## src/rtl/sfr_pkg.sv

```systemverilog
// Package with the constants, types and helper functions of the frame receiver.
`timescale 1ns / 1ps

package sfr_pkg;

   localparam int PAYLOAD_BYTES = 22;
   localparam int FRAME_LENGTH  = 24;
   localparam int TIME_BITS     = 16;

   localparam int BYTE_W      = 8;
   localparam int INDEX_W     = 5;
   localparam int COUNT_W     = 5;
   localparam int STORE_IDX_W = (PAYLOAD_BYTES > 1) ? $clog2(PAYLOAD_BYTES) : 1;

   localparam logic [BYTE_W-1:0] HEADER_BYTE   = 8'h0F;
   localparam logic [BYTE_W-1:0] END_MARKER_0  = 8'h00;
   localparam logic [BYTE_W-1:0] END_MARKER_1  = 8'h04;
   localparam logic [BYTE_W-1:0] END_MARKER_2  = 8'h14;
   localparam logic [BYTE_W-1:0] END_MARKER_3  = 8'h24;
   localparam logic [BYTE_W-1:0] END_MARKER_4  = 8'h34;
   localparam logic [BYTE_W-1:0] GAP_LIMIT_RST = 8'd2;

   localparam logic [COUNT_W-1:0] COUNT_END  = COUNT_W'(FRAME_LENGTH - 1);
   localparam logic [INDEX_W-1:0] INDEX_LAST = INDEX_W'(PAYLOAD_BYTES - 1);

   typedef struct packed {
      logic take_byte;
      logic clear_count;
      logic store_byte;
      logic emit_start;
      logic emit_next;
   } cmd_type;

   typedef struct packed {
      logic gap_exceeded;
      logic is_header;
      logic count_end;
      logic is_end_marker;
      logic emit_last;
   } status_type;

   function automatic logic end_marker(input logic [BYTE_W-1:0] b);
      return (b == END_MARKER_0) || (b == END_MARKER_1) || (b == END_MARKER_2) ||
             (b == END_MARKER_3) || (b == END_MARKER_4);
   endfunction

endpackage

```

## src/rtl/sfr_ifs.sv

```systemverilog
// Interfaces of the byte request, result and configuration channels.
`timescale 1ns / 1ps

interface sfr_req_if import sfr_pkg::*; ();
   logic                 valid;
   logic                 ready;
   logic [BYTE_W-1:0]    data_byte;
   logic [TIME_BITS-1:0] time_ms;

   modport source (output valid, output data_byte, output time_ms, input ready);
   modport sink   (input valid, input data_byte, input time_ms, output ready);
endinterface

interface sfr_rsp_if import sfr_pkg::*; ();
   logic               valid;
   logic               ready;
   logic [BYTE_W-1:0]  frame_byte;
   logic [INDEX_W-1:0] byte_index;
   logic               last_byte;

   modport source (output valid, output frame_byte, output byte_index, output last_byte,
                   input ready);
   modport sink   (input valid, input frame_byte, input byte_index, input last_byte,
                   output ready);
endinterface

interface sfr_csr_if import sfr_pkg::*; ();
   logic              valid;
   logic              ready;
   logic [BYTE_W-1:0] data;

   modport source (output valid, output data, input ready);
   modport sink   (input valid, input data, output ready);
endinterface

```

## src/rtl/sfr_controller.sv

```systemverilog
// Controller state machine that sequences frame reception and result emission.
`timescale 1ns / 1ps

module sfr_controller import sfr_pkg::*; (
   input  logic       clock,
   input  logic       reset,
   input  logic       req_valid,
   output logic       req_ready,
   output logic       rsp_valid,
   input  logic       rsp_ready,
   input  status_type status,
   output cmd_type    cmd
);

   localparam logic [1:0] ST_IDLE = 2'd0;
   localparam logic [1:0] ST_RECV = 2'd1;
   localparam logic [1:0] ST_EMIT = 2'd2;

   logic [1:0] state_ff;
   logic [1:0] state_in;
   logic       req_fire;
   logic       rsp_fire;
   logic       in_frame;

   assign req_ready = (state_ff != ST_EMIT);
   assign rsp_valid = (state_ff == ST_EMIT);
   assign req_fire  = req_valid && req_ready;
   assign rsp_fire  = rsp_valid && rsp_ready;
   assign in_frame  = (state_ff == ST_RECV) && !status.gap_exceeded;

   always_comb begin
      state_in = state_ff;
      cmd      = '0;
      case (state_ff)
         ST_IDLE, ST_RECV: begin
            if (req_fire) begin
               cmd.take_byte = 1'b1;
               if (!in_frame) begin
                  if (status.is_header) begin
                     cmd.clear_count = 1'b1;
                     state_in        = ST_RECV;
                  end else begin
                     state_in = ST_IDLE;
                  end
               end else begin
                  cmd.store_byte = 1'b1;
                  if (status.count_end) begin
                     cmd.clear_count = 1'b1;
                     if (status.is_end_marker) begin
                        cmd.emit_start = 1'b1;
                        state_in       = ST_EMIT;
                     end else begin
                        state_in = ST_IDLE;
                     end
                  end
               end
            end
         end
         ST_EMIT: begin
            if (rsp_fire) begin
               if (status.emit_last) begin
                  state_in = ST_IDLE;
               end else begin
                  cmd.emit_next = 1'b1;
               end
            end
         end
         default: begin
            state_in = ST_IDLE;
         end
      endcase
   end

   always_ff @(posedge clock) begin
      if (reset) begin
         state_ff <= ST_IDLE;
      end else begin
         state_ff <= state_in;
      end
   end

endmodule

```

## src/rtl/sfr_datapath.sv

```systemverilog
// Datapath with the gap timer, byte counter, payload store and result index.
`timescale 1ns / 1ps

module sfr_datapath import sfr_pkg::*; (
   input  logic                 clock,
   input  logic                 reset,
   input  cmd_type              cmd,
   output status_type           status,
   input  logic [BYTE_W-1:0]    data_byte,
   input  logic [TIME_BITS-1:0] time_ms,
   input  logic                 csr_write,
   input  logic [BYTE_W-1:0]    csr_data,
   output logic [BYTE_W-1:0]    frame_byte,
   output logic [INDEX_W-1:0]   byte_index,
   output logic                 last_byte
);

   logic [BYTE_W-1:0]    gap_limit_ff;
   logic [BYTE_W-1:0]    gap_limit_in;
   logic [TIME_BITS-1:0] last_time_ff;
   logic [TIME_BITS-1:0] last_time_in;
   logic [COUNT_W-1:0]   byte_count_ff;
   logic [COUNT_W-1:0]   byte_count_in;
   logic [INDEX_W-1:0]   emit_idx_ff;
   logic [INDEX_W-1:0]   emit_idx_in;
   logic [BYTE_W-1:0]    store_ff [PAYLOAD_BYTES];
   logic [TIME_BITS-1:0] gap;
   logic [COUNT_W-1:0]   count_next;
   logic                 store_we;

   assign gap        = time_ms - last_time_ff;
   assign count_next = byte_count_ff + COUNT_W'(1);
   assign store_we   = cmd.store_byte &&
                       ({1'b0, byte_count_ff} < (COUNT_W + 1)'(PAYLOAD_BYTES));

   assign status.gap_exceeded  = gap > TIME_BITS'(gap_limit_ff);
   assign status.is_header     = (data_byte == HEADER_BYTE);
   assign status.count_end     = count_next >= COUNT_END;
   assign status.is_end_marker = end_marker(data_byte);
   assign status.emit_last     = (emit_idx_ff == INDEX_LAST);

   assign frame_byte = store_ff[emit_idx_ff[STORE_IDX_W-1:0]];
   assign byte_index = emit_idx_ff;
   assign last_byte  = (emit_idx_ff == INDEX_LAST);

   always_comb begin
      gap_limit_in  = csr_write ? csr_data : gap_limit_ff;
      last_time_in  = cmd.take_byte ? time_ms : last_time_ff;
      byte_count_in = byte_count_ff;
      if (cmd.clear_count) begin
         byte_count_in = '0;
      end else if (cmd.store_byte) begin
         byte_count_in = count_next;
      end
      emit_idx_in = emit_idx_ff;
      if (cmd.emit_start) begin
         emit_idx_in = '0;
      end else if (cmd.emit_next) begin
         emit_idx_in = emit_idx_ff + INDEX_W'(1);
      end
   end

   always_ff @(posedge clock) begin
      if (reset) begin
         gap_limit_ff  <= GAP_LIMIT_RST;
         last_time_ff  <= '0;
         byte_count_ff <= '0;
         emit_idx_ff   <= '0;
      end else begin
         gap_limit_ff  <= gap_limit_in;
         last_time_ff  <= last_time_in;
         byte_count_ff <= byte_count_in;
         emit_idx_ff   <= emit_idx_in;
      end
   end

   always_ff @(posedge clock) begin
      if (store_we) begin
         store_ff[byte_count_ff[STORE_IDX_W-1:0]] <= data_byte;
      end
   end

endmodule

```

## src/rtl/sbus_frame_receiver.sv

```systemverilog
// Top level of the serial frame receiver: controller plus datapath.
// Byte requests are accepted whenever no result run is pending.
// A good end marker starts a run of 22 results in the next cycle, one per cycle
// while the output is ready; byte requests are held off until the last result is taken.
// A frame is thus 24 request bytes giving 22 results, one result per handshake.
// Synchronous reset returns to waiting for a header, clears the counters and time,
// and sets the gap limit to 2 ms; the payload store is not cleared.
`timescale 1ns / 1ps

module sbus_frame_receiver import sfr_pkg::*; (
   input  logic      clock,
   input  logic      reset,
   sfr_req_if.sink   req_ch,
   sfr_rsp_if.source rsp_ch,
   sfr_csr_if.sink   csr_ch
);

   cmd_type    cmd;
   status_type status;

   assign csr_ch.ready = 1'b1;

   sfr_controller u_controller (
      .clock     (clock),
      .reset     (reset),
      .req_valid (req_ch.valid),
      .req_ready (req_ch.ready),
      .rsp_valid (rsp_ch.valid),
      .rsp_ready (rsp_ch.ready),
      .status    (status),
      .cmd       (cmd)
   );

   sfr_datapath u_datapath (
      .clock      (clock),
      .reset      (reset),
      .cmd        (cmd),
      .status     (status),
      .data_byte  (req_ch.data_byte),
      .time_ms    (req_ch.time_ms),
      .csr_write  (csr_ch.valid),
      .csr_data   (csr_ch.data),
      .frame_byte (rsp_ch.frame_byte),
      .byte_index (rsp_ch.byte_index),
      .last_byte  (rsp_ch.last_byte)
   );

endmodule

```

## src/flat_wrapper.sv

```systemverilog
// flat-port wrapper written by rule: the top's interface ports become plain ports
module sbus_frame_receiver_flat import sfr_pkg::*;
  (clock, reset, req_ch_valid, req_ch_data_byte, req_ch_time_ms, req_ch_ready, rsp_ch_valid, rsp_ch_frame_byte, rsp_ch_byte_index, rsp_ch_last_byte, rsp_ch_ready, csr_ch_valid, csr_ch_data, csr_ch_ready);
  sfr_req_if req_ch_i ();
  sfr_rsp_if rsp_ch_i ();
  sfr_csr_if csr_ch_i ();
  input  logic clock;
  input  logic reset;
  input wire logic [$bits(req_ch_i.valid)-1:0] req_ch_valid;
  input wire logic [$bits(req_ch_i.data_byte)-1:0] req_ch_data_byte;
  input wire logic [$bits(req_ch_i.time_ms)-1:0] req_ch_time_ms;
  output wire logic [$bits(req_ch_i.ready)-1:0] req_ch_ready;
  output wire logic [$bits(rsp_ch_i.valid)-1:0] rsp_ch_valid;
  output wire logic [$bits(rsp_ch_i.frame_byte)-1:0] rsp_ch_frame_byte;
  output wire logic [$bits(rsp_ch_i.byte_index)-1:0] rsp_ch_byte_index;
  output wire logic [$bits(rsp_ch_i.last_byte)-1:0] rsp_ch_last_byte;
  input wire logic [$bits(rsp_ch_i.ready)-1:0] rsp_ch_ready;
  input wire logic [$bits(csr_ch_i.valid)-1:0] csr_ch_valid;
  input wire logic [$bits(csr_ch_i.data)-1:0] csr_ch_data;
  output wire logic [$bits(csr_ch_i.ready)-1:0] csr_ch_ready;
  assign req_ch_i.valid = req_ch_valid;
  assign req_ch_i.data_byte = req_ch_data_byte;
  assign req_ch_i.time_ms = req_ch_time_ms;
  assign req_ch_ready = req_ch_i.ready;
  assign rsp_ch_valid = rsp_ch_i.valid;
  assign rsp_ch_frame_byte = rsp_ch_i.frame_byte;
  assign rsp_ch_byte_index = rsp_ch_i.byte_index;
  assign rsp_ch_last_byte = rsp_ch_i.last_byte;
  assign rsp_ch_i.ready = rsp_ch_ready;
  assign csr_ch_i.valid = csr_ch_valid;
  assign csr_ch_i.data = csr_ch_data;
  assign csr_ch_ready = csr_ch_i.ready;
  sbus_frame_receiver u_core (.clock(clock), .reset(reset), .req_ch(req_ch_i), .rsp_ch(rsp_ch_i), .csr_ch(csr_ch_i));
endmodule
```

## config.mk

```make
export PLATFORM = sky130hd
export DESIGN_NAME = sbus_frame_receiver_flat
export DESIGN_NICKNAME = d
export VERILOG_FILES = /design/src/rtl/sfr_pkg.sv /design/src/rtl/sfr_ifs.sv /design/src/rtl/sfr_controller.sv /design/src/rtl/sfr_datapath.sv /design/src/rtl/sbus_frame_receiver.sv /design/src/flat_wrapper.sv
export SDC_FILE = /design/constraint.sdc
export NUM_CORES = 1
export LEC_CHECK = 0
export ABC_AREA = 1
export BUFFER_PORTS_ARGS = -buffer_cell sky130_fd_sc_hd__buf_2
export CAP_MARGIN = 10
export CORE_MARGIN = 2
export CORE_UTILIZATION = 50
export CTS_CLUSTER_SIZE = 10
export DETAILED_ROUTE_END_ITERATION = 16
export PLACE_DENSITY_LB_ADDON = 0.2
export SYNTH_ARGS = -nofsm -noshare
export SYNTH_HDL_FRONTEND = slang
export SYNTH_SLANG_ARGS = --single-unit
```

## constraint.sdc

```tcl
create_clock -name clock -period 5.5 [get_ports clock]
set_clock_uncertainty 0.05 [all_clocks]
set_input_delay 1.1 -clock clock [delete_from_list [all_inputs] [get_ports clock]]
set_output_delay 1.1 -clock clock [all_outputs]
set_load 0.02 [all_outputs]
```

==> results.md <==
Status:
- The run finished with clean final reports.

STA:
- After routing, the total negative slack on setup checks comes to 0 ns.
- The worst path needs 4.299 ns of the cycle, external delays included.
- Setup slack on the critical path of the routed design comes to 1.201 ns.
- Setup violations remaining at the end of the flow were counted as 0.
- The relative slew slack is 38.48%.
- Derived from the worst setup path, the maximum achievable clock frequency is 232.6 MHz.
- The total count of hold-check failures in the final report is 0.
- For the pin with the worst max-slew slack, the measured transition is 0.9215 ns.
- The count of pins over their slew limit is 0.
- The portion of the clock cycle consumed by the worst path in the final layout is 78.17%.
- Setup repair after global routing left no endpoint under its margin.

Finish:
- The number of non-filler instances in the completed layout is 1299.
- The share of final-layout standard cells stronger than drive strength 1 is 10.83%.
- The number of filler instances in the final layout is 1738.
- The number of antenna diodes in the final layout is 0.
- Relative to the synthesized area, the layout overhead comes to 12.29%.
- The final layout contains 1081 nets.

Clocking:
- The tree is rooted in a clkbuf_16.
- The clock latency of the later-clocked register in the worst-skew pair is 0.52 ns.
- Post-CTS repair changed the size of 0 cells.
- The number of buffers on the longest clock path is 3.
- The CTS buffer count is 26.
- The number of hold buffers added after CTS is 0.
- After clock tree synthesis, the clock-pin slew on the worst setup and hold paths is 0.05 ns.
- CTS built an H-tree with a depth of 1.
- The TritonCTS clock tree is yes.
- The setup fix buffers added after clock tree synthesis is 0.
- The number of sinks handled by clock tree synthesis is 217.

Setup path:
- The capturing instance or port of the critical path is u_core.u_datapath.store_ff[2][3].
- The largest fanout of any net on the critical path is 9.
- The capture point of the worst reg-to-reg path is u_core.u_datapath.store_ff[2][3].
- The critical path's slowest cell is nor2_1.
- The critical path capture point type is a flop.
- The critical path goes through buf_2 -> inv_1 -> ha_1 -> fa_1 -> inv_1 -> nand3_1 -> nand3_1 -> xor2_1 -> ha_1 -> nand4_1 -> nor3b_1 -> a21oi_1 -> nor2_1 -> nand2_1 -> nor2_4 -> nand3_4 -> nor2_8 -> nand2_4 -> nor2_1.
- On the worst path, the slowest cell contributes a delay of 0.57 ns.
- For the worst setup path, the data arrival time is 4.40 ns.
- In this run the worst setup path begins at req_ch_time_ms[0].
- The critical path is of the in2reg type.
- The worst-case reg-to-reg path depth is 18.
- The worst register-to-register path begins at u_core.u_datapath.last_time_ff[5].
- Across all register-to-register paths, the minimum setup slack is 1.59 ns.
- STA classifies the critical path startpoint as an input pin.
- The required arrival time at the worst endpoint is 5.60 ns.

Worst hold path:
- The type of the worst min-delay path is reg2reg.
- The number of cells on the worst hold path is 2.

Global routing:
- Entering global routing, the biggest net connects 89 pins.
- The via count of the first global-routing pass was 6987.
- The total track usage is 22.18%.
- The number of antenna violations at the first check in global routing was 0.
- The first-pass GRT wire length is 37070 um.
- The overall overflow remaining after global route is 0.

Synthesis:
- During synthesis, Yosys emitted a total of 0 warnings.
- The netlist uses 40 different library cells.
- After synthesis, flip-flops and latches occupy 61.31% of the total area.
- Counting every net in the synthesized netlist gives 1037.
- The cell area that synthesis handed to floorplanning was 9960 um^2.
- Counting flops and latches in the post-synthesis netlist gives 217.
- The average instance in the mapped netlist occupies 10.27 um^2.
- The cell count after synthesis came out at 970.

Die:
- The initial core utilization is 51.01%.
- The die is 145.1 um wide.
- The floorplan step defined a die boundary enclosing 21060 um^2.
- The chip height is 145.1 um.
- The floorplan step defined a core boundary enclosing 19530 um^2.
- After floorplanning, the core was divided into 51 placement rows.
- In this run the count of I/O pins placed on the die edge is 54.

Pwr:
- The peak supply drop is 0.1857 mV.
- The reported leakage power is 4.279 nW.
- The power density relative to cell area is 331.1 nW/um^2.

Placement:
- The number of placed instances, taps included, is 1251.
- The placer congestion estimate is 0.8299.
- Timing analysis after detailed placement gives a worst setup slack of 0.6624 ns.
- Input and output buffers added on the ports amount to 52.
- Detailed placement ended at an HPWL of 14980 um.

Routing:
- The routed layout has 7172 vias.
- After detailed routing, the total wire length is 23360 um.
- The residual DRC count is 0.
- The first routing iteration left 657 violations.
- The routed wirelength normalized by instance count is 17.99 um.
- The count of antenna-violating nets left after detailed routing is 0.
- In the routed layout, each cell is associated on average with a via count of 5.521.
- The number of iterations in the first detailed-routing pass is 5.

Job:
- Across the run, the number of max-cap violations was 0.
[registers in the layout, indices dropped and copies added (netlist names), named ones only]
name	count
u_core.u_datapath.store_ff	176
u_core.u_datapath.last_time_ff	16
u_core.u_datapath.gap_limit_ff	8
u_core.u_datapath.byte_count_ff	5
u_core.u_datapath.byte_index	5
u_core.u_controller.state_ff	2
[synthesized netlist by cell type (all sizes together)]
| cell | instances | area (um^2) |
|---|---|---|
| nand4 | 6 | 37.54 |
| inv | 95 | 356.6 |
| o21a | 1 | 7.510 |
| o21bai | 2 | 15.01 |
| xnor2 | 3 | 26.28 |
| clkbuf | 37 | 138.9 |
| nand3 | 41 | 217.7 |
| buf | 4 | 26.28 |
| and2 | 3 | 18.77 |
| xor2 | 12 | 105.1 |
| o21ai | 94 | 470.5 |
| nand3b | 3 | 22.52 |
| clkinv | 3 | 11.26 |
| nor3 | 4 | 25.02 |
| nor4 | 1 | 6.260 |
| nor2 | 167 | 658.1 |
| edfxtp | 176 | 5285 |
| a31oi | 8 | 50.05 |
| dfxtp | 41 | 820.8 |
| ha | 29 | 362.9 |
| fa | 1 | 20.02 |
| nor3b | 1 | 7.510 |
| a221o | 8 | 80.08 |
| conb | 1 | 3.750 |
| a32oi | 5 | 43.79 |
| o221ai | 22 | 192.7 |
| o22ai | 10 | 62.56 |
| a211oi | 13 | 97.59 |
| nand2 | 137 | 579.3 |
| a21oi | 42 | 210.2 |
[critical path, delay by kind of cell]
family	cells	cell delay (ns)
adder cells (fa/ha/maj)	3	0.89
buffers and inverters	3	0.22
XOR/XNOR	1	0.10
AND/OR/NAND/NOR	11	2.01
AO/OA/AOI/OAI	1	0.07
[cells in the final DEF (no fill, tap or decap), types with 3 or more instances in the layout]
cell type / instances
edfxtp_1: 176
nor2_1: 164
nand2_1: 121
o21ai_0: 94
inv_1: 93
buf_2: 52
a21oi_1: 42
nand3_1: 40
dfxtp_1: 40
ha_1: 29
clkbuf_16: 26
o221ai_1: 22
clkbuf_1: 17
a211oi_1: 13
xor2_1: 12
nand2_2: 11
o22ai_1: 10
a221o_1: 8
a31oi_1: 8
nand4_1: 6
a32oi_1: 5
nand2_4: 5
buf_4: 5
inv_2: 3
clkinv_1: 3
nor3_1: 3
nand3b_1: 3
xnor2_1: 3
[worst min-delay path by stage]
stage,slack [ns],endpoint,startpoint
floorplan,0.38,u_core.u_datapath.gap_limit_ff[7],u_core.u_datapath.gap_limit_ff[7]
global placement,0.41,u_core.u_datapath.last_time_ff[7],u_core.u_datapath.last_time_ff[7]
detailed placement,0.41,u_core.u_datapath.last_time_ff[10],u_core.u_datapath.last_time_ff[10]
CTS,0.42,u_core.u_datapath.last_time_ff[10],u_core.u_datapath.last_time_ff[10]
global route,0.43,u_core.u_datapath.last_time_ff[10],u_core.u_datapath.last_time_ff[10]
finish,0.41,u_core.u_datapath.last_time_ff[6],u_core.u_datapath.last_time_ff[6]
[power breakdown]
part / switching, mW / internal (mW) / leakage, nW / total [mW]
sequential: 0.00671 / 1.79 / 1.92 / 1.80
combinational: 0.256 / 0.128 / 2.00 / 0.384
clock: 0.627 / 0.896 / 0.364 / 1.52
total: 0.889 / 2.81 / 4.28 / 3.70
[cell type report]
cell class              count  area (um^2)  area share (%)
repair buffers             57        297.8           2.663
clock buffers              44        728.2           6.512
multi-input cells         614         3321           29.69
clock inverters             4        30.03          0.2685
flip-flops and latches    217         6107           54.61
well taps                 265        331.6           2.965
inverters                  98        367.9           3.289
[cells by family (layout without fill, tap and decap cells)]
family | count (synthesis) | after routing | share of synthesized area [%]
other cells | 1 | 1 | 0.03765
flops | 217 | 217 | 61.31
simple gates | 363 | 363 | 15.79
xor+xnor | 15 | 15 | 1.319
compound gates | 205 | 205 | 12.35
fa+ha+maj | 30 | 30 | 3.844
buf+inv | 139 | 203 | 5.352
[metrics by stage]
step	total power, mW	hold slack (ns)	util [%]	instance area, um^2
global route	3.862	0.4342	57.27	11180
global placement	2.209	0.4054	53.39	10430
finish	3.703	0.4147	57.27	11180
CTS	3.739	0.4203	57.27	11180
floorplan	2.096	0.3848	-	9960
detailed placement	2.213	0.4084	53.39	10430
[layer usage]
metal / share of wire [%] / up-vias / GRT usage (%) / wire [um]
li1: - / 3480 / - / -
met1: 43 / 3395 / 30.23 / 10040
met2: 48 / 248 / 36.29 / 11190
met3: 6.3 / 49 / 3.585 / 1470
met4: 2.8 / 0 / 7.843 / 663
met5: 0 / - / 0 / 0
Power figures use the tool's default switching activity.
